<file path="src/spq_pkg.sv">
// shared types and constants for the sorted priority task queue
`default_nettype none
package spq_pkg;

    localparam int CAPACITY_DEF = 16;

    typedef enum logic [1:0] {
        OP_INSERT = 2'd0,
        OP_POP    = 2'd1,
        OP_DUMP   = 2'd2,
        OP_MODIFY = 2'd3
    } t_op;

    typedef enum logic [1:0] {
        ST_OK    = 2'd0,
        ST_EMPTY = 2'd1,
        ST_FULL  = 2'd2
    } t_status;

    typedef struct packed {
        logic [15:0]        tag;
        logic signed [15:0] prio;
        logic [15:0]        dur;
    } t_entry;

endpackage
`default_nettype wire

</file>
<file path="src/sorted_priority_task_queue_top.sv">
// sorted priority task queue: command sequencer, task count and result register
// usage:
//   input channel i_valid / o_stall carries one command word (insert, pop,
//   dump, modify); output channel o_valid / i_stall carries result words.
//   tasks are kept in a single-port-read memory in ascending priority order,
//   equal priorities in arrival order.
//   commands are taken one at a time; o_stall is high while one is in work.
//   steps per command (n = stored tasks, one memory read per step, each step
//   a read state and an evaluate state because the read data is registered):
//     insert    one step per task above the new one, one more unless at the head
//     pop       head read and result, then n - 1 shift-down steps
//     dump      n steps, one result word per step
//     modify    scan to match, shift down, then insert (no match: insert only)
//   empty cases and insert on a full queue answer without a memory read.
//   results sit in an output register; while o_valid and i_stall are high the
//   register holds and the sequencer waits before producing the next result.
//   reset (i_rst_n low, synchronous) empties the queue and the result
//   register; memory contents are not cleared, only the count matters.
`default_nettype none
module sorted_priority_task_queue_top #(
    parameter int CAPACITY = spq_pkg::CAPACITY_DEF
) (
    input  wire logic               i_clk,
    input  wire logic               i_rst_n,
    input  wire logic               i_valid,
    output logic                    o_stall,
    input  wire logic [1:0]         i_opcode,
    input  wire logic [15:0]        i_task_tag,
    input  wire logic signed [15:0] i_task_priority,
    input  wire logic [15:0]        i_task_duration,
    input  wire logic signed [15:0] i_match_priority,
    output logic                    o_valid,
    input  wire logic               i_stall,
    output logic [1:0]              o_status,
    output logic                    o_has_entry,
    output logic [15:0]             o_out_tag,
    output logic signed [15:0]      o_out_priority,
    output logic [15:0]             o_out_duration,
    output logic                    o_last
);

    localparam int AW = $clog2(CAPACITY);
    localparam int CW = $clog2(CAPACITY + 1);
    localparam logic [CW-1:0] CAP_C = CW'(CAPACITY);
    localparam logic [CW-1:0] ONE_C = CW'(1);

    typedef enum logic [9:0] {
        S_IDLE   = 10'b0000000001,
        S_INS_RD = 10'b0000000010,
        S_INS_EV = 10'b0000000100,
        S_SHD_RD = 10'b0000001000,
        S_SHD_EV = 10'b0000010000,
        S_POP_EV = 10'b0000100000,
        S_DMP_RD = 10'b0001000000,
        S_DMP_EV = 10'b0010000000,
        S_MOD_RD = 10'b0100000000,
        S_MOD_EV = 10'b1000000000
    } t_state;

    t_state              r_state, n_state;
    logic [CW-1:0]       r_count, n_count;
    logic [CW-1:0]       r_k, n_k;
    logic                r_mod, n_mod;
    logic                r_resp, n_resp;
    spq_pkg::t_status    r_rstat, n_rstat;
    spq_pkg::t_entry     r_new, n_new;
    logic signed [15:0]  r_match, n_match;

    logic                r_ov, n_ov;
    logic [1:0]          r_ost, n_ost;
    logic                r_ohas, n_ohas;
    spq_pkg::t_entry     r_oent, n_oent;
    logic                r_olast, n_olast;

    logic                rd_en, wr_en;
    logic [AW-1:0]       rd_addr, wr_addr;
    spq_pkg::t_entry     rd_data, wr_data;
    logic                in_acc, o_free;
    logic [CW-1:0]       km1, kp1, cm1;

    spq_mem #(.DEPTH(CAPACITY), .AW(AW)) u_mem (
        .i_clk     (i_clk),
        .i_rd_en   (rd_en),
        .i_rd_addr (rd_addr),
        .o_rd_data (rd_data),
        .i_wr_en   (wr_en),
        .i_wr_addr (wr_addr),
        .i_wr_data (wr_data)
    );

    assign o_stall = (r_state != S_IDLE) || r_resp;
    assign in_acc  = i_valid && !o_stall;
    assign o_free  = !r_ov || !i_stall;
    assign km1     = r_k - ONE_C;
    assign kp1     = r_k + ONE_C;
    assign cm1     = r_count - ONE_C;

    always_comb begin
        n_state = r_state;
        n_count = r_count;
        n_k     = r_k;
        n_mod   = r_mod;
        n_resp  = r_resp;
        n_rstat = r_rstat;
        n_new   = r_new;
        n_match = r_match;
        n_ov    = r_ov && i_stall;
        n_ost   = r_ost;
        n_ohas  = r_ohas;
        n_oent  = r_oent;
        n_olast = r_olast;
        rd_en   = 1'b0;
        rd_addr = r_k[AW-1:0];
        wr_en   = 1'b0;
        wr_addr = r_k[AW-1:0];
        wr_data = r_new;

        case (r_state)
            S_IDLE: begin
                if (r_resp && o_free) begin
                    n_resp  = 1'b0;
                    n_ov    = 1'b1;
                    n_ost   = r_rstat;
                    n_ohas  = 1'b0;
                    n_oent  = '0;
                    n_olast = 1'b1;
                end else if (in_acc) begin
                    n_new   = '{tag: i_task_tag, prio: i_task_priority, dur: i_task_duration};
                    n_match = i_match_priority;
                    n_mod   = 1'b0;
                    case (spq_pkg::t_op'(i_opcode))
                        spq_pkg::OP_INSERT: begin
                            if (r_count == CAP_C) begin
                                n_resp  = 1'b1;
                                n_rstat = spq_pkg::ST_FULL;
                            end else begin
                                n_k     = r_count;
                                n_state = S_INS_RD;
                            end
                        end
                        spq_pkg::OP_POP: begin
                            if (r_count == '0) begin
                                n_resp  = 1'b1;
                                n_rstat = spq_pkg::ST_EMPTY;
                            end else begin
                                rd_en   = 1'b1;
                                rd_addr = '0;
                                n_state = S_POP_EV;
                            end
                        end
                        spq_pkg::OP_DUMP: begin
                            if (r_count == '0) begin
                                n_resp  = 1'b1;
                                n_rstat = spq_pkg::ST_EMPTY;
                            end else begin
                                n_k     = '0;
                                n_state = S_DMP_RD;
                            end
                        end
                        default: begin
                            if (r_count == '0) begin
                                n_resp  = 1'b1;
                                n_rstat = spq_pkg::ST_EMPTY;
                            end else begin
                                n_k     = '0;
                                n_state = S_MOD_RD;
                            end
                        end
                    endcase
                end
            end
            S_INS_RD: begin
                if (r_k == '0) begin
                    wr_en   = 1'b1;
                    n_count = r_count + ONE_C;
                    n_resp  = 1'b1;
                    n_rstat = spq_pkg::ST_OK;
                    n_state = S_IDLE;
                end else begin
                    rd_en   = 1'b1;
                    rd_addr = km1[AW-1:0];
                    n_state = S_INS_EV;
                end
            end
            S_INS_EV: begin
                wr_en = 1'b1;
                if (rd_data.prio > r_new.prio) begin
                    wr_data = rd_data;
                    n_k     = km1;
                    n_state = S_INS_RD;
                end else begin
                    n_count = r_count + ONE_C;
                    n_resp  = 1'b1;
                    n_rstat = spq_pkg::ST_OK;
                    n_state = S_IDLE;
                end
            end
            S_POP_EV: begin
                if (o_free) begin
                    n_ov    = 1'b1;
                    n_ost   = spq_pkg::ST_OK;
                    n_ohas  = 1'b1;
                    n_oent  = rd_data;
                    n_olast = 1'b1;
                    n_k     = ONE_C;
                    n_state = S_SHD_RD;
                end
            end
            S_SHD_RD: begin
                if (r_k >= r_count) begin
                    n_count = cm1;
                    if (r_mod) begin
                        n_k     = cm1;
                        n_state = S_INS_RD;
                    end else begin
                        n_state = S_IDLE;
                    end
                end else begin
                    rd_en   = 1'b1;
                    n_state = S_SHD_EV;
                end
            end
            S_SHD_EV: begin
                wr_en   = 1'b1;
                wr_addr = km1[AW-1:0];
                wr_data = rd_data;
                n_k     = kp1;
                n_state = S_SHD_RD;
            end
            S_DMP_RD: begin
                rd_en   = 1'b1;
                n_state = S_DMP_EV;
            end
            S_DMP_EV: begin
                if (o_free) begin
                    n_ov    = 1'b1;
                    n_ost   = spq_pkg::ST_OK;
                    n_ohas  = 1'b1;
                    n_oent  = rd_data;
                    n_olast = (kp1 == r_count);
                    n_k     = kp1;
                    n_state = (kp1 == r_count) ? S_IDLE : S_DMP_RD;
                end
            end
            S_MOD_RD: begin
                if (r_k == r_count) begin
                    if (r_count == CAP_C) begin
                        n_resp  = 1'b1;
                        n_rstat = spq_pkg::ST_FULL;
                        n_state = S_IDLE;
                    end else begin
                        n_k     = r_count;
                        n_state = S_INS_RD;
                    end
                end else begin
                    rd_en   = 1'b1;
                    n_state = S_MOD_EV;
                end
            end
            S_MOD_EV: begin
                n_k = kp1;
                if (rd_data.prio == r_match) begin
                    n_mod   = 1'b1;
                    n_state = S_SHD_RD;
                end else begin
                    n_state = S_MOD_RD;
                end
            end
            default: begin
                n_state = S_IDLE;
            end
        endcase
    end

    always_ff @(posedge i_clk) begin
        if (!i_rst_n) begin
            r_state <= S_IDLE;
            r_count <= '0;
            r_resp  <= 1'b0;
            r_ov    <= 1'b0;
        end else begin
            r_state <= n_state;
            r_count <= n_count;
            r_resp  <= n_resp;
            r_ov    <= n_ov;
        end
        r_k     <= n_k;
        r_mod   <= n_mod;
        r_rstat <= n_rstat;
        r_new   <= n_new;
        r_match <= n_match;
        r_ost   <= n_ost;
        r_ohas  <= n_ohas;
        r_oent  <= n_oent;
        r_olast <= n_olast;
    end

    assign o_valid        = r_ov;
    assign o_status       = r_ost;
    assign o_has_entry    = r_ohas;
    assign o_out_tag      = r_oent.tag;
    assign o_out_priority = r_oent.prio;
    assign o_out_duration = r_oent.dur;
    assign o_last         = r_olast;

    a_count_cap: assert property (@(posedge i_clk) disable iff (!i_rst_n)
        r_count <= CAP_C)
        else $error("task count above capacity");

    a_busy_after_accept: assert property (@(posedge i_clk) disable iff (!i_rst_n)
        in_acc |=> o_stall)
        else $error("command accepted without going busy");

    a_write_in_range: assert property (@(posedge i_clk) disable iff (!i_rst_n)
        wr_en |-> (CW'(wr_addr) <= r_count))
        else $error("write beyond stored tasks");

    a_empty_no_pop: assert property (@(posedge i_clk) disable iff (!i_rst_n)
        (r_state == S_POP_EV) |-> (r_count != '0))
        else $error("pop on empty queue");

endmodule
`default_nettype wire

</file>
<file path="src/spq_mem.sv">
// task store: one write port, one registered read port
`default_nettype none
module spq_mem #(
    parameter int DEPTH = spq_pkg::CAPACITY_DEF,
    parameter int AW    = $clog2(spq_pkg::CAPACITY_DEF)
) (
    input  wire logic           i_clk,
    input  wire logic           i_rd_en,
    input  wire logic [AW-1:0]  i_rd_addr,
    output spq_pkg::t_entry     o_rd_data,
    input  wire logic           i_wr_en,
    input  wire logic [AW-1:0]  i_wr_addr,
    input  wire spq_pkg::t_entry i_wr_data
);

    spq_pkg::t_entry r_mem [DEPTH];
    spq_pkg::t_entry r_rd;

    always_ff @(posedge i_clk) begin
        if (i_wr_en) begin
            r_mem[i_wr_addr] <= i_wr_data;
        end
        if (i_rd_en) begin
            r_rd <= r_mem[i_rd_addr];
        end
    end

    assign o_rd_data = r_rd;

endmodule
`default_nettype wire
</file>
<file path="config.mk">
export PLATFORM = sky130hd
export DESIGN_NAME = sorted_priority_task_queue_top
export DESIGN_NICKNAME = d
export VERILOG_FILES = /design/src/spq_pkg.sv /design/src/sorted_priority_task_queue_top.sv /design/src/spq_mem.sv
export SDC_FILE = /design/constraint.sdc
export NUM_CORES = 1
export LEC_CHECK = 0
export ABC_AREA = 0
export BUFFER_PORTS_ARGS = -buffer_cell sky130_fd_sc_hd__buf_2
export CAP_MARGIN = 20
export CORE_MARGIN = 8
export CORE_UTILIZATION = 62
export DETAILED_ROUTE_END_ITERATION = 7
export GPL_ROUTABILITY_DRIVEN = 0
export GPL_TIMING_DRIVEN = 0
export PLACE_DENSITY = 0.9
export SETUP_SLACK_MARGIN = 0.4
export SLEW_MARGIN = 20
export SYNTH_ARGS = -nofsm -noshare
export SYNTH_HDL_FRONTEND = slang
export SYNTH_HIERARCHICAL = 1
export SYNTH_SLANG_ARGS = --single-unit
</file>
<file path="constraint.sdc">
create_clock -name i_clk -period 6.6 [get_ports i_clk]
set_clock_uncertainty 0.05 [all_clocks]
set_input_delay 0.33 -clock i_clk [delete_from_list [all_inputs] [get_ports i_clk]]
set_output_delay 0.33 -clock i_clk [all_outputs]
set_load 0.02 [all_outputs]
</file>
==> results of run 1 <==
==> layout make-up <==
class	count	area [sq um]
sequential	957	28600
fill	3017	16000
multi-input combinational	776	8600
clock buffer	116	2430
timing repair buffer	255	2410
tap	782	978
clock inverter	50	558
buffer	91	447
inverter	26	97.6
antenna	1	2.50
==> logic make-up (layout without fill, tap and decap cells) <==
family                   Yosys count  in the layout
AO/OA/AOI/OAI                    180            180
flip-flops                       957            957
multiplexers                     245            245
XOR/XNOR                          37             37
buffers and inverters            117            538
AND/OR/NAND/NOR                  289            289
other                              0              1
adder cells (fa/ha/maj)           25             25
==> placed cells by master, fill, tap and decap left out, types with 27 or more instances in the layout <==
cell type	count
sky130_fd_sc_hd__a21oi_1	27
sky130_fd_sc_hd__and2_1	52
sky130_fd_sc_hd__dlygate4sd3_1	68
sky130_fd_sc_hd__nor2_1	28
sky130_fd_sc_hd__edfxtp_1	940
sky130_fd_sc_hd__clkbuf_16	94
sky130_fd_sc_hd__buf_4	40
sky130_fd_sc_hd__xnor2_1	29
sky130_fd_sc_hd__buf_2	135
sky130_fd_sc_hd__mux4_2	192
sky130_fd_sc_hd__nand2_1	80
sky130_fd_sc_hd__clkbuf_1	66
sky130_fd_sc_hd__a22oi_1	96
==> power breakdown <==
part | switching [mW] | total (mW) | internal, mW
Sequential | 0.157 | 7.56 | 7.40
Combinational | 2.98 | 4.80 | 1.82
Clock | 2.34 | 5.36 | 3.02
==> metal layers <==
| metal | vias to the layer above | wire length, microns |
|---|---|---|
| met3 | 510 | 13400 |
| met1 | 10836 | 34400 |
| li1 | 8329 | - |
| met2 | 2289 | 52400 |
| met5 | - | 0 |
| met4 | 0 | 7540 |
==> final timing paths <==
| kind | startpoint | end | slack (ns) | cells past startpoint |
|---|---|---|---|---|
| min | i_opcode[0] | r_state[5] | 0.11 | 4 |
| min reg2reg | u_mem/o_rd_data[10] | o_out_duration[10] | 0.52 | 1 |
| max | r_state[5] | u_mem/o_rd_data[38] | 1.21 | 12 |
| max reg2reg | r_state[5] | u_mem/o_rd_data[38] | 1.21 | 12 |
==> state kept, by name, summed over array words and instances (netlist names) <==
signal           flops
o_out_tag           16
o_out_duration      16
r_resp               1
r_mod                1
r_rstat              2
o_out_priority      16
r_match             16
r_new               48
u_mem/o_rd_data     48
r_count              5
o_status             2
u_mem/r_mem        768
o_valid              1
r_k                  5
r_state             10
o_last               1
o_has_entry          1
==> stage by stage <==
step / instances / hold slack, ns / setup TNS, ns
6_report: 3054 / 0.111 / 0
5_1_grt: 3053 / 0.140 / 0
4_1_cts: 3053 / 0.0758 / 0
3_5_place_dp: 2819 / 0.458 / 0
3_3_place_gp: 2755 / 0.456 / -637.27
2_1_floorplan: 1850 / 0.379 / 0
==> critical path, delay by kind of cell (launching register included) <==
kind            cells  cell delay (ns)
compound gates      3             0.73
flops               1             0.29
buf+inv             3             1.63
simple gates        6             2.49
==> results, run 1 <==
- The run finished with clean final reports.
- The initial antenna violation count was 1.
- CTS saw 957 sinks.
- Setup violations remaining at the end of the flow were counted as 0.
- The count of flip-flops with a built-in enable after synthesis is 940.
- The simple-gate share of the synthesized area is 0.0416.
- After global routing, the most crowded layer is met2.
- Setup slack on the critical path of the routed design comes to 1.21 ns.
- The biggest area consumer among synthesized cells is sky130_fd_sc_hd__edfxtp_1.
- The overall die area is 68700 sq um.
- The met3 layer usage reported by global route is 0.0749.
- The compound-gate portion of the synthesized area is 0.0339.
- The yosys synthesis warning count is 6.
- Based on the critical path, the design can be clocked at up to roughly 190 MHz.
- The count of endpoints failing hold in the final timing report is 0.
- STA puts the critical path data arrival time at 5.84 ns.
- The xor and xnor fraction of the mapped netlist area is 0.00862.
- The number of synthesized register bits is about 960.
- TritonCTS built the clock tree.
- The post-detailed-route wirelength per cell is ~35 microns.
- The critical path's slowest cell is sky130_fd_sc_hd__or4_1.
- The number of buffers inserted to repair setup after CTS is 0.
- The initial core utilization is 0.625.
- In this run the cell area of the synthesized design comes to around 38000 sq um.
- Counting flops with an async set or reset pin after synthesis yields a share of 0.
- In the routed layout, each cell is associated on average with a via count of 7.19.
- The dominant cell by count in the synthesized netlist is sky130_fd_sc_hd__edfxtp_1.
- The total count of max-transition violations in the final report is 0.
- In this run the tool buffered the top-level ports with 123 buffer cells.
- In this run the worst path has a maximum fanout of 10.
- IR analysis of the VDD net gives a maximum drop of 0.289 mV.
- Detailed placement ended at an HPWL of between 60000 and 70000 microns.
- The share of cells above drive strength 1 is 0.273.
- The number of nets in the synthesized netlist is 1945.
- The per-instance average area after synthesis is a little over 20 sq um.
- For this run, the total global-route usage over all layers was measured as 0.316.
- The global routing met2 resource utilization is 0.519.
- For this design the top-level I/O count stands at 124.
- The worst hold path belongs to the class in -> reg.
- The required time of the worst setup path is 7.05 ns.
- The sum of internal, switching and leakage power is 17.7 mW.
- For this block, the initial DRC count from the detailed router was 3669.
- The number of DRC violations after detailed routing is 0.
- The worst setup path is captured at a register.
- The CTS clock-pin slew for the worst setup and hold paths is around 0.060 ns.
- Of the total synthesized cell area, the portion taken by full adders, half adders and majority gates is 0.00832.
- Entering global routing, the biggest net connects 21 pins.
- Walking the worst path, the cells encountered are buf_2 -> nor4_4 -> nand4_1 -> or4_1 -> and2_1 -> o21ai_0 -> o21ai_0 -> nor2b_1 -> clkbuf_1 -> clkbuf_1 -> a22oi_1 -> nand2_1.
- The most used flip-flop cell after synthesis is sky130_fd_sc_hd__edfxtp_1.
- Measured on the finished design, the core utilization comes to 0.733.
- The ratio of final minimum period to clock period is 0.816.
- The count of cell types in the netlist is 70.
- Counting along the longest clock path gives a buffer depth of 3.
- In this run the static leakage power is roughly 15 nW.
- The tree is rooted in a sky130_fd_sc_hd__clkbuf_16.
- After global routing the overflow that remains totals 0.
- For this run, the slowest stage of the critical path takes about 0.75 ns.
- Sorting the synthesized cells by area gives the leading types as sky130_fd_sc_hd__edfxtp_1 (75%), sky130_fd_sc_hd__mux4_2 (12%), sky130_fd_sc_hd__a22oi_1 (1.9%).
- The clock buffer count from CTS is 94.
- The post-route antenna net violation count is 0.
- The via count of the first global-routing pass is 22583.
- Of the post-synthesis cell area, the dominant cell type holds 0.751.
- The later pin in the worst-skew pair is clocked with a latency of approximately 0.66 ns.
- The combinational family with the most area after synthesis is multiplexers.
- For the pin with the worst max-slew slack, the measured transition is roughly 1.2 ns.
- The category of the critical setup timing path is reg -> reg.
- The number of instances in the synthesized netlist is 1850.
- Max-cap violations in this run came to 0.
- For this run, the detailed router's first-pass iteration total came to 6.
- The multiplexer area fraction after synthesis is 0.133.
- The worst setup path is launched from a register.
- The cell row count is 90.
- After layout, the minimum clock period comes to 5.39 ns.
- The number of levels in the clock H-tree is 3.
- In the global route stage, met1 resource usage came out at 0.381.
- After floorplanning, the core was sized to cover 60100 sq um.
- After routing the design area is about 44000 sq um.
- In this run the cell area measured after placement is between 40000 and 50000 sq um.
- From left edge to right edge, the die measures between 200 and 300 microns.
- The number of gates given a new drive strength after cts is 0.
- Of the synthesized area, sequential elements account for 0.760.
- The via count is 21964.
- Dividing total power by cell area gives a power density of between 400 and 500 nW/um^2.
- The first global-routing pass estimated 154000 microns of wire.
- Sorting the synthesized cells by how often they occur yields sky130_fd_sc_hd__edfxtp_1 (940), sky130_fd_sc_hd__mux4_2 (192), sky130_fd_sc_hd__a22oi_1 (96), sky130_fd_sc_hd__nand2_1 (80), sky130_fd_sc_hd__and2_1 (52).
- The area growth from synthesis to layout is 17.3%.
- The total of hold buffers inserted after clock tree synthesis is around 70.
- The setup slack after placement is 1.63 ns.
- The floorplan step set the die height to 262 microns.
- Setup repair after global routing left no endpoint under its margin.
- For this run, the post-layout net count is approximately 2300.
- After detailed routing, the total wire length is 108000 microns.
- Measured against its own limit, the worst slew margin works out to 0.230.
(Power assumes the default switching activity.)
==> run 2, diff against run 1 <==
==> constraint.sdc (replaced) <==
create_clock -name i_clk -period 5.3 [get_ports i_clk]
set_clock_uncertainty 0.05 [all_clocks]
set_input_delay 0.265 -clock i_clk [delete_from_list [all_inputs] [get_ports i_clk]]
set_output_delay 0.265 -clock i_clk [all_outputs]
set_load 0.02 [all_outputs]
==> run 2 against run 1 <==
Critical path depth is 1 lower. Global-route usage hardly changed. Sequential cell count stayed put. Final cell count hardly changed. Final area is 0.50% higher. Combinational power is 26% higher. Critical endpoint is now u_mem/o_rd_data[7]. Largest power group unchanged.
==> results, run 2 (same netlist as run 1, synthesis figures left out) <==
- The clock latency on the worst-skew pair is 0.68 ns (+0.02 ns).
- Leaving out fill and tap cells, the most frequent cell in the layout is sky130_fd_sc_hd__edfxtp_1.
- The instance count along the most critical hold path is 3 (-1).
- The setup slack after placement is 0.182 ns (-1.45 ns).
- The aggregate global-route resource usage is 0.315 (-0.000321).
- Clock tree synthesis selected as its root buffer the cell sky130_fd_sc_hd__clkbuf_16.
- The number of DRC violations after detailed routing is 0 (unchanged).
- The HPWL reported at the end of detailed placement is 62700 microns (-0.56%).
- The via count is 21898 (-0.30%).
- The upper clock frequency limit was 204 MHz (+9.9%).
- The initial core utilization was 0.625 (unchanged).
- The total number of nets in the final design came to 2289 (-0.30%).
- The number of sinks handled by clock tree synthesis was 957 (unchanged).
- The cell area power density came to 501 nW/um^2 (+25%).
- The post-detailed-route via-to-cell ratio came to 7.17 (-0.33%).
- The count of cells along the worst register-to-register path is 11 (-1).
- The worst setup slack for register-to-register paths came to 0.40 ns (-0.82 ns).
- The flip-flop count of the largest register after layout is 768 (unchanged).
- The floorplan die height is 262 microns (unchanged).
- The headroom to the max-slew limit was 0.245 (+0.0150).
- The detailed-router iteration count before antenna repair was 6 (unchanged).
- The actual transition at the worst max-transition pin is 1.13 ns (-0.0226 ns).
- The area growth from synthesis to layout is 17.9%.
- The run finished with clean final reports.
- The largest net degree at the start of global routing was 24 (+14%).
- The kind of launch point of the worst setup path is a register.
- The required time of the worst setup path was 5.66 ns (-1.39 ns).
- The post-route antenna net violation count was 0 (unchanged).
- The tightest min-delay check is of the in -> reg type.
- Routed signal wires occupy layers up through met5.
- The ratio of final minimum period to clock period is 0.925 (+0.109).
- The leakage dissipation is 14.7 nW (+0.64%).
- Setup repair after global routing could not meet its margin everywhere.
- The share of cells above drive strength 1 came to 0.281 (+0.00761).
- The minimum clock period was 4.90 ns (-0.484 ns).
- The count of endpoints failing hold in the final timing report is 0 (unchanged).
- The via count of the first global-routing pass came to 22422 (-0.71%).
- The count of filler cells inserted in the layout was 3087 (+2.3%).
- The maximum buffer depth of the clock tree is 3 (unchanged).
- The worst register-to-register path begins at r_state[5].
- The worst IR drop on VDD was 0.323 mV (+12%).
- The top cell types in the final layout, fill and taps aside, are sky130_fd_sc_hd__edfxtp_1 (940), sky130_fd_sc_hd__mux4_2 (192), sky130_fd_sc_hd__buf_2 (135).
- The worst path setup slack after routing is 0.395 ns (-0.816 ns).
- The cell row count came to 90 (unchanged).
- The CTS clock-pin slew for the worst setup and hold paths is 0.06 ns (about the same).
- The count of boundary I/O pins was 124 (unchanged).
- The core box area is 60100 sq um (unchanged).
- The clock buffer count from CTS is 93 (-1.1%).
- The met3 wirelength from detailed routing is 13200 microns (-1.4%).
- The reported max-cap violation count is 0 (unchanged).
- The category of the critical setup timing path is reg -> reg.
- The worst min-delay path endpoint is r_mod.
- The post-detailed-route wirelength per cell is 35.3 microns (about the same).
- The data arrival at the endpoint of the critical path is 5.26 ns (-0.58 ns).
- More flip-flops sit in one register than any other, and that register is u_mem/r_mem.
- The endpoint kind of the worst setup timing path is a register.
- The post-detailed-routing wire length is 108000 microns (about the same).
- The length of routed met2 wiring is 53600 microns (+2.2%).
- The highest net fanout along the worst path was 10 (unchanged).
- TritonCTS built the clock tree.
- The overall die area is 68700 sq um (unchanged).
- In this run the critical register-to-register path is captured at u_mem/o_rd_data[7].
- The horizontal die dimension is 262 microns (unchanged).
- The initial antenna violation count is 2 (+1).
- The residual overflow from global routing is 0 (unchanged).
- The number of input and output port buffers inserted is 123 (unchanged).
- The beginning of the worst hold path is i_valid.
- The number of levels in the clock H-tree was 3 (unchanged).
- The final count of negative-setup-slack endpoints came to 0 (unchanged).
- The total count of max-transition violations in the final report is 0 (unchanged).
- The first-pass GRT wire length was 153000 microns (-1.0%).
- The number of violations reported at the end of detailed-routing iteration 0 came to 3842 (+4.7%).
- The final-layout worst hold slack was 0.231 ns (+0.121 ns).
- The total routed wire length on the met1 layer was 34800 microns (+1.2%).
==> run 2: cell types whose count changed in the layout (fill, tap and decap cells not counted), moves of 3 or more <==
| cell | previous run | this run |
|---|---|---|
| sky130_fd_sc_hd__clkinv_1 | 12 | 20 |
| sky130_fd_sc_hd__buf_1 | 14 | 8 |
| sky130_fd_sc_hd__clkbuf_1 | 66 | 47 |
| sky130_fd_sc_hd__nor3_4 | 0 | 4 |
| sky130_fd_sc_hd__clkinv_16 | 0 | 3 |
| sky130_fd_sc_hd__buf_8 | 3 | 13 |
| sky130_fd_sc_hd__buf_4 | 40 | 21 |
| sky130_fd_sc_hd__nor3_2 | 4 | 0 |
| sky130_fd_sc_hd__clkbuf_2 | 0 | 19 |
==> run 2: critical path: stages (launching register included) <==
cell and delay (ns):
sky130_fd_sc_hd__dfxtp_1 0.30, sky130_fd_sc_hd__buf_2 0.19, sky130_fd_sc_hd__or4_4 0.60, sky130_fd_sc_hd__nor2_1 0.37, sky130_fd_sc_hd__and3_1 0.29, sky130_fd_sc_hd__nand2_1 0.16
sky130_fd_sc_hd__o21ai_0 0.66, sky130_fd_sc_hd__buf_2 0.52, sky130_fd_sc_hd__clkbuf_1 0.76, sky130_fd_sc_hd__mux4_2 0.46, sky130_fd_sc_hd__a22oi_1 0.19, sky130_fd_sc_hd__nand2_1 0.12
==> run 2: layer usage <==
layer / up-vias / GRT usage
met5: - / 0
met1: 10969 / 0.381
li1: 8331 / -
met3: 446 / 0.0755
met4: 2 / 0.166
met2: 2150 / 0.528
==> run 2: layout make-up <==
class | count | area (sq um) | area share
Clock buffer | 110 | 2410 | 0.0544
Sequential cell | 957 | 28600 | 0.645
Timing Repair Buffer | 249 | 2480 | 0.0560
Buffer | 91 | 470 | 0.0106
Inverter | 26 | 97.6 | 0.00220
Clock inverter | 61 | 666 | 0.0150
Tap cell | 782 | 978 | 0.0221
Multi-Input combinational cell | 776 | 8630 | 0.195
Antenna cell | 3 | 7.51 | 0.000169
==> run 2: where the power goes <==
part	leakage (nW)	internal, mW	total, mW	switching (mW)
logic	4.55	2.30	6.05	3.75
clock network	1.47	3.74	6.74	3.00
registers	8.64	9.22	9.42	0.206
==> run 2: worst max-delay path by stage <==
| stage | start | to | slack (ns) | cells past startpoint |
|---|---|---|---|---|
| finish | r_state[5] | u_mem/o_rd_data[7] | 0.40 | 11 |
| detailed placement | r_state[5] | u_mem/o_rd_data[35] | 0.18 | 12 |
| floorplan | r_state[2] | u_mem/r_mem[7][0] | 0.52 | 7 |
| CTS | r_state[5] | u_mem/o_rd_data[28] | 0.40 | 12 |
| global route | r_state[5] | u_mem/o_rd_data[46] | 0.33 | 11 |
| global placement | r_state[2] | u_mem/r_mem[10][3] | -2.05 | 7 |
==> run 2: per-stage QoR <==
stage,cell area [sq um],setup TNS [ns],power [mW],util,instances
after global placement,39200,-1519.24,14.7,0.652,2755
final,44300,0,22.2,0.737,3055
after detailed placement,40500,0,15.2,0.673,2809
after global routing,44300,0,22.7,0.737,3052
after CTS,44300,0,22.1,0.736,3049
after floorplan,37600,0,13.2,-,1850
==> run 2: what timing repair did <==
action,4_1_cts,5_1_grt
endpoints found under the setup margin,21,52
hold buffers,69,0
cloned,0,0
gates resized for setup,8,24
endpoints found under the hold margin,72,0
pin swaps,0,1
buffers inserted,0,3
